<file path="src/design/icw_pkg.sv">
// Shared constants and types for the intensity weighted centroid block.
// Used by icw_div and intensity_weighted_centroid; no dependencies.
package icw_pkg;

    localparam int MAX_DIM_DEFAULT    = 1024;
    localparam int PIXEL_BITS_DEFAULT = 16;

    localparam int PIX_PORT_W = 16;
    localparam int DIM_W      = 11;
    localparam int CENT_W     = 19;
    localparam int FRAC_BITS  = 8;
    localparam int ADDR_W     = 1;

    localparam logic [DIM_W-1:0]  DIM_RESET        = 11'd1024;
    localparam logic [ADDR_W-1:0] REG_FRAME_HEIGHT = 1'd0;
    localparam logic [ADDR_W-1:0] REG_FRAME_WIDTH  = 1'd1;

    typedef enum logic [2:0] {
        ST_ACCUM,
        ST_START_X,
        ST_DIV_X,
        ST_START_Y,
        ST_DIV_Y,
        ST_FINISH
    } icw_state_t;

endpackage

</file>
<file path="src/design/intensity_weighted_centroid.sv">
// Intensity weighted centroid of a pixel frame: top level.
// Depends on icw_pkg and icw_div.
//
// Pixels enter on the s_axis channel, column-major with the row index running
// fastest, one request per cycle while the block accumulates. The frame size
// comes from frame_height (index 0) and frame_width (index 1) on the cfg port;
// write them only between frames. Each frame's last pixel starts the divider,
// which produces the x centroid and then the y centroid, one quotient bit per
// cycle, and then registers the result on m_axis. s_axis_tready is low from the
// frame end until that result is loaded into the output register, which also
// waits for an earlier result still held on m_axis.
// A zero intensity sum skips the divider and reports zero_total on tuser.
// A result waiting on a stalled receiver does not stop the next frame from
// accumulating; only the next frame end waits for it to be taken.
// Reset (synchronous, active low) clears the position counters, the sums and
// the output valid, and sets both dimensions to 1024.
module intensity_weighted_centroid
    import icw_pkg::*;
#(
    parameter int MAX_DIM    = MAX_DIM_DEFAULT,
    parameter int PIXEL_BITS = PIXEL_BITS_DEFAULT
) (
    input  logic                  aclk,
    input  logic                  aresetn,
    input  logic                  cfg_we,
    input  logic [ADDR_W-1:0]     cfg_addr,
    input  logic [DIM_W-1:0]      cfg_wdata,
    input  logic                  s_axis_tvalid,
    output logic                  s_axis_tready,
    input  logic [PIX_PORT_W-1:0] s_axis_tdata,   // [15:0] pixel_value
    output logic                  m_axis_tvalid,
    input  logic                  m_axis_tready,
    output logic [39:0]           m_axis_tdata,   // [18:0] centroid_x, [37:19] centroid_y
    output logic                  m_axis_tuser    // [0] zero_total
);

    localparam int CW     = $clog2(MAX_DIM);
    localparam int SUM_W  = PIXEL_BITS + 2 * CW;
    localparam int WSUM_W = PIXEL_BITS + 3 * CW;
    localparam int NUM_W  = WSUM_W + FRAC_BITS;
    localparam int QUO_W  = CW + 1 + FRAC_BITS;
    localparam logic [CW-1:0] LAST_MAX = CW'(MAX_DIM - 1);

    icw_state_t state_reg, state_next;

    logic [DIM_W-1:0]  height_reg, height_next;
    logic [DIM_W-1:0]  width_reg, width_next;
    logic [CW-1:0]     row_reg, row_next;
    logic [CW-1:0]     col_reg, col_next;
    logic [SUM_W-1:0]  isum_reg, isum_next;
    logic [WSUM_W-1:0] cwsum_reg, cwsum_next;
    logic [WSUM_W-1:0] rwsum_reg, rwsum_next;
    logic              zero_reg, zero_next;
    logic [QUO_W-1:0]  qx_reg, qx_next;
    logic              mvalid_reg, mvalid_next;
    logic [CENT_W-1:0] cx_reg, cx_next;
    logic [CENT_W-1:0] cy_reg, cy_next;
    logic              zt_reg, zt_next;

    logic [CW-1:0]           h_last, w_last;
    logic [PIXEL_BITS-1:0]   pix;
    logic [CW:0]             row_wt, col_wt;
    logic [PIXEL_BITS+CW:0]  row_prod, col_prod;
    logic                    accept;
    logic                    div_start, div_done;
    logic [NUM_W-1:0]        div_num;
    logic [QUO_W-1:0]        div_quo;

    always_comb begin
        if (height_reg == '0) begin
            h_last = '0;
        end else if (32'(height_reg) > MAX_DIM) begin
            h_last = LAST_MAX;
        end else begin
            h_last = CW'(height_reg - 1'b1);
        end
        if (width_reg == '0) begin
            w_last = '0;
        end else if (32'(width_reg) > MAX_DIM) begin
            w_last = LAST_MAX;
        end else begin
            w_last = CW'(width_reg - 1'b1);
        end
    end

    assign pix      = s_axis_tdata[PIXEL_BITS-1:0];
    assign row_wt   = {1'b0, row_reg} + 1'b1;
    assign col_wt   = {1'b0, col_reg} + 1'b1;
    assign row_prod = pix * row_wt;
    assign col_prod = pix * col_wt;
    assign accept   = s_axis_tvalid && s_axis_tready;

    assign s_axis_tready = (state_reg == ST_ACCUM);
    assign div_num = (state_reg == ST_START_Y) ? {rwsum_reg, FRAC_BITS'(0)}
                                               : {cwsum_reg, FRAC_BITS'(0)};

    icw_div #(
        .NUM_W (NUM_W),
        .DEN_W (SUM_W),
        .QUO_W (QUO_W)
    ) u_div (
        .aclk     (aclk),
        .aresetn  (aresetn),
        .start    (div_start),
        .dividend (div_num),
        .divisor  (isum_reg),
        .done     (div_done),
        .quotient (div_quo)
    );

    always_comb begin
        state_next  = state_reg;
        height_next = height_reg;
        width_next  = width_reg;
        row_next    = row_reg;
        col_next    = col_reg;
        isum_next   = isum_reg;
        cwsum_next  = cwsum_reg;
        rwsum_next  = rwsum_reg;
        zero_next   = zero_reg;
        qx_next     = qx_reg;
        mvalid_next = mvalid_reg && !m_axis_tready;
        cx_next     = cx_reg;
        cy_next     = cy_reg;
        zt_next     = zt_reg;
        div_start   = 1'b0;

        if (cfg_we) begin
            case (cfg_addr)
                REG_FRAME_HEIGHT: height_next = cfg_wdata;
                REG_FRAME_WIDTH:  width_next  = cfg_wdata;
                default: ;
            endcase
        end

        case (state_reg)
            ST_ACCUM: begin
                if (accept) begin
                    isum_next  = isum_reg + SUM_W'(pix);
                    cwsum_next = cwsum_reg + WSUM_W'(col_prod);
                    rwsum_next = rwsum_reg + WSUM_W'(row_prod);
                    if (row_reg >= h_last) begin
                        row_next = '0;
                        if (col_reg >= w_last) begin
                            col_next   = '0;
                            state_next = ST_START_X;
                        end else begin
                            col_next = col_reg + 1'b1;
                        end
                    end else begin
                        row_next = row_reg + 1'b1;
                    end
                end
            end
            ST_START_X: begin
                if (isum_reg == '0) begin
                    zero_next  = 1'b1;
                    state_next = ST_FINISH;
                end else begin
                    zero_next  = 1'b0;
                    div_start  = 1'b1;
                    state_next = ST_DIV_X;
                end
            end
            ST_DIV_X: begin
                if (div_done) begin
                    qx_next    = div_quo;
                    state_next = ST_START_Y;
                end
            end
            ST_START_Y: begin
                div_start  = 1'b1;
                state_next = ST_DIV_Y;
            end
            ST_DIV_Y: begin
                if (div_done) begin
                    state_next = ST_FINISH;
                end
            end
            ST_FINISH: begin
                if (!mvalid_reg || m_axis_tready) begin
                    mvalid_next = 1'b1;
                    zt_next     = zero_reg;
                    cx_next     = zero_reg ? '0 : CENT_W'(qx_reg);
                    cy_next     = zero_reg ? '0 : CENT_W'(div_quo);
                    isum_next   = '0;
                    cwsum_next  = '0;
                    rwsum_next  = '0;
                    state_next  = ST_ACCUM;
                end
            end
            default: state_next = ST_ACCUM;
        endcase
    end

    always_ff @(posedge aclk) begin
        if (!aresetn) begin
            state_reg  <= ST_ACCUM;
            height_reg <= DIM_RESET;
            width_reg  <= DIM_RESET;
            row_reg    <= '0;
            col_reg    <= '0;
            isum_reg   <= '0;
            cwsum_reg  <= '0;
            rwsum_reg  <= '0;
            mvalid_reg <= 1'b0;
        end else begin
            state_reg  <= state_next;
            height_reg <= height_next;
            width_reg  <= width_next;
            row_reg    <= row_next;
            col_reg    <= col_next;
            isum_reg   <= isum_next;
            cwsum_reg  <= cwsum_next;
            rwsum_reg  <= rwsum_next;
            mvalid_reg <= mvalid_next;
        end
        zero_reg <= zero_next;
        qx_reg   <= qx_next;
        cx_reg   <= cx_next;
        cy_reg   <= cy_next;
        zt_reg   <= zt_next;
    end

    assign m_axis_tvalid = mvalid_reg;
    assign m_axis_tdata  = {2'b00, cy_reg, cx_reg};
    assign m_axis_tuser  = zt_reg;

endmodule

</file>
<file path="src/design/icw_div.sv">
// Restoring divider, one quotient bit per cycle, shared by both centroid axes.
// Depends on icw_pkg only through the import convention of the project.
module icw_div
    import icw_pkg::*;
#(
    parameter int NUM_W = 54,
    parameter int DEN_W = 36,
    parameter int QUO_W = 19
) (
    input  logic             aclk,
    input  logic             aresetn,
    input  logic             start,
    input  logic [NUM_W-1:0] dividend,
    input  logic [DEN_W-1:0] divisor,
    output logic             done,
    output logic [QUO_W-1:0] quotient
);

    localparam int CNT_W = $clog2(QUO_W + 1);
    localparam logic [CNT_W-1:0] LAST_STEP = CNT_W'(QUO_W - 1);

    logic             busy_reg, busy_next;
    logic             done_reg, done_next;
    logic [CNT_W-1:0] cnt_reg, cnt_next;
    logic [DEN_W-1:0] rem_reg, rem_next;
    logic [QUO_W-1:0] sh_reg, sh_next;
    logic [DEN_W:0]   trial;
    logic [DEN_W:0]   diff;
    logic             ge;

    always_comb begin
        trial = {rem_reg, sh_reg[QUO_W-1]};
        diff  = trial - {1'b0, divisor};
        ge    = ~diff[DEN_W];

        busy_next = busy_reg;
        done_next = 1'b0;
        cnt_next  = cnt_reg;
        rem_next  = rem_reg;
        sh_next   = sh_reg;

        if (start) begin
            busy_next = 1'b1;
            cnt_next  = '0;
            rem_next  = DEN_W'(dividend[NUM_W-1:QUO_W]);
            sh_next   = dividend[QUO_W-1:0];
        end else if (busy_reg) begin
            rem_next = ge ? diff[DEN_W-1:0] : trial[DEN_W-1:0];
            sh_next  = {sh_reg[QUO_W-2:0], ge};
            cnt_next = cnt_reg + 1'b1;
            if (cnt_reg == LAST_STEP) begin
                busy_next = 1'b0;
                done_next = 1'b1;
            end
        end
    end

    always_ff @(posedge aclk) begin
        if (!aresetn) begin
            busy_reg <= 1'b0;
            done_reg <= 1'b0;
            cnt_reg  <= '0;
        end else begin
            busy_reg <= busy_next;
            done_reg <= done_next;
            cnt_reg  <= cnt_next;
        end
        rem_reg <= rem_next;
        sh_reg  <= sh_next;
    end

    assign done     = done_reg;
    assign quotient = sh_reg;

endmodule

</file>
<file path="config.mk">
export PLATFORM = sky130hd
export DESIGN_NAME = intensity_weighted_centroid
export DESIGN_NICKNAME = d
export VERILOG_FILES = /design/src/design/icw_pkg.sv /design/src/design/intensity_weighted_centroid.sv /design/src/design/icw_div.sv
export SDC_FILE = /design/constraint.sdc
export NUM_CORES = 2
export LEC_CHECK = 0
export ABC_AREA = 1
export BUFFER_PORTS_ARGS = -buffer_cell sky130_fd_sc_hd__buf_4
export CAP_MARGIN = 40
export CORE_MARGIN = 10
export CORE_UTILIZATION = 33
export DETAILED_ROUTE_END_ITERATION = 12
export GPL_TIMING_DRIVEN = 1
export PLACE_DENSITY_LB_ADDON = 0.2
export SLEW_MARGIN = 20
export SYNTH_ARGS = -nofsm -noshare
export SYNTH_HDL_FRONTEND = slang
export SYNTH_SLANG_ARGS = --single-unit
</file>
<file path="constraint.sdc">
create_clock -name aclk -period 7.8 [get_ports aclk]
set_input_delay 0.78 -clock aclk [delete_from_list [all_inputs] [get_ports aclk]]
set_output_delay 0.78 -clock aclk [all_outputs]
set_load 0.02 [all_outputs]
</file>
==> key figures <==
Global routing
  • Number of global-route vias before repair: 28.24k
  • First-pass GRT wire length: 165,700 µm
  • Overflow after GRT: 0
  • Largest net degree at the start of global routing: 64
  • Total GRT Usage: 0.1948
  • Initial antenna violation count: 0

Placed design
  • Placed cells: 5,740
  • DP HPWL: 84,530 µm
  • RePlAce Congestion: 0.9305
  • # port buffers: 73

Layout
  • Non-filler cells, final: 5,814
  • Share of cells above drive strength 1: 0.04287
  • Syn-to-layout area delta: 9.858%
  • Diode count: 0
  • Most frequent cells in the layout: nand2_1, inv_1, nor2_1
  • Nets: 5,069
  • Commonest non-fill, non-tap cell in the layout: nand2_1

Route
  • Via-per-instance ratio: a little under 5
  • DR vias: between 20k and 30k
  • Antenna-violating nets left: 0
  • Number of DRC violations after detailed-routing iteration 0: 2,344
  • Pre-Repair DR Iteration Count: 5
  • Drt drc: 0
  • Detailed-route wire length per cell: 18.29 µm
  • WL final: ~110,000 µm

STA
  • RSZ-0062 raised after global routing: false
  • Endpoints failing setup: 0
  • Setup TNS: 0 ps
  • Period utilization: 0.8568
  • Final Skew: approximately 48 ps
  • Hold Fails Final Rpt: 0
  • Min Tclk post-route: 6683 ps
  • Fmax: 0.1496 GHz
  • Final Slew Violations: 0
  • Worst-margin pin slew: 818.9 ps
  • Slew HR: 0.4540

Floorplanning
  • I/O pin count: 76
  • Die span in x: about 330 µm
  • Die Ht: approximately 330 µm
  • Initial Util: 0.3326
  • Core area: 95,010 µm²
  • # rows: 113
  • Area of the die: 108,500 µm²

Run status
  • Status: finished, final reports clean

Clock network
  • Clk_lat worst skew: between 500 and 600 ps
  • Setup Buffers After CTS: 0
  • Root buffer cell: clkbuf_16
  • CTS Sinks: a little under 300
  • # hold bufs at CTS: 0
  • H-tree depth: 2
  • CTS resizes: 0
  • TritonCTS clock tree: done
  • CTS buffer count: 40
  • Clk pin slew, worst setup/hold paths: 60 ps
  • Clock Tree Buf Depth: 3

Critical path
  • CP max FO: 14
  • Crit path required time: a little over 8000 ps
  • R2R Setup Slk: around 1100 ps
  • Critical path arrival: roughly 7100 ps
  • Cells on worst reg2reg path: 27
  • Crit Reg-Reg Endpoint: rwsum_reg[43]
  • CP endpoint kind: flop
  • WS Path Type: reg -> reg
  • RR Startpoint: row_reg[0]
  • Startpoint Class: flop

Worst hold path
  • Hold Path Stages: 3
  • Hold Startpoint: cfg_wdata[10]
  • Min-Delay Path Class: in -> reg
  • Hold Path Sink: width_reg[10]

Yosys
  • Area leader, netlist: fa_1
  • Yosys warns: 0
  • Ranking of synthesized cells by area: fa_1, nand2_1, dfxtp_1
  • Mean Syn Cell Area: 7.003 µm²
  • Seq/Total Area, Yosys: 0.2227
  • Yosys cell types: 47
  • Syn Inst Count: 4,513
  • Flops & latches, synth: between 200 and 300
  • Top-area cell type share of the netlist area: 0.1938
  • Synthesized cell area: 31,600 µm²

Power and ir drop
  • Peak VDD IR: 0.1824 mV
  • Total power: between 9 and 10 mW
  • Leak: 16.76 nW
  • P per Cell Area: 283.3 nW/µm²

Flow run
  • Max-Cap Viols: 0
[worst max path at each step]
stage / start / end / cells past startpoint
6_report: row_reg[0] / rwsum_reg[43] / 27
5_1_grt: row_reg[0] / rwsum_reg[43] / 26
4_1_cts: row_reg[0] / rwsum_reg[43] / 27
3_5_place_dp: row_reg[0] / rwsum_reg[43] / 27
3_3_place_gp: row_reg[0] / rwsum_reg[43] / 27
2_1_floorplan: col_reg[0] / cwsum_reg[42] / 28
[layout make-up]
class / instances / area (µm²)
fillers: 10320 / 60290
multi-input cells: 3161 / 20530
flip-flops and latches: 295 / 7037
inverters: 927 / 3481
well taps: 1265 / 1583
clock buffers: 57 / 1179
repair buffers: 93 / 721.9
clock inverters: 16 / 183.9
[worst max-delay path: stages, from the launching register on]
cell	delay, ps
dfxtp_1	460
ha_1	230
nand2_1	80
nor2_1	130
nand4_1	140
nor3_1	170
inv_1	70
nand2_1	440
inv_1	180
nand2_1	110
fa_1	440
fa_1	550
inv_1	60
fa_1	500
fa_1	550
inv_1	60
fa_1	520
inv_1	40
ha_1	370
nand2_1	110
o21ai_0	310
nand2_1	130
nand3_1	130
nand3_1	110
nand2_1	270
nand3_1	140
o21ai_0	170
nor2_1	50
[through the flow]
stage / setup WS (ps) / util / cell area (µm²) / hold slack, ps
2_1_floorplan: 2020 / - / 31610 / 426.4
3_3_place_gp: 1253 / 0.3507 / 33320 / 431.4
3_5_place_dp: 1209 / 0.3508 / 33330 / 434.7
4_1_cts: 1160 / 0.3651 / 34690 / 400.9
5_1_grt: 587.5 / 0.3654 / 34720 / 414.8
6_report: 1117 / 0.3654 / 34720 / 439.1
[per-layer routing]
metal	global-route usage	wire (µm)	vias up
met2	0.3186	47890	793
met1	0.2686	49670	13750
met4	0.04986	2568	0
met3	0.02590	6201	128
met5	0	0	-
li1	-	-	13980
[report_power, final]
| group | total [mW] | switching, mW | internal (mW) |
|---|---|---|---|
| clock | 1.95 | 0.795 | 1.16 |
| sequential | 2.30 | 0.218 | 2.09 |
| combinational | 5.58 | 3.82 | 1.76 |
| total | 9.84 | 4.84 | 5.00 |
[cells in the mapped netlist, drive strengths merged]
cell and number:
inv 924, nand2b 1, nand3 242, o211ai 14, fa 306, clkbuf 86
nand3b 24, a211o 1, ha 212, a21boi 5, and2 2, nor3 44
conb 1, nand4 45, clkinv 3, o21bai 15, nand2 1183, edfxtp 113
nor4 17, a21oi 302, nor2 466, or2 15, o21ai 180, a31oi 9
xor2 12, dfxtp 182, xnor2 17, o21a 12, o31ai 1, a211oi 18
nor3b 3, buf 45, a21o 13
[cells by family (layout without fill, tap and decap cells)]
group,count (synthesis),count (layout),share of synthesized area
DFF,295,295,0.2227
adders and majority gates,518,518,0.2778
AOI/OAI and AO/OA,570,570,0.09704
and+or+nand+nor,2042,2042,0.2657
xor gates and xnor gates,29,29,0.008037
other,1,2,0.0001187
buffers and inverters,1058,1093,0.1287
Note: power is estimated with default switching activity, not from simulation.
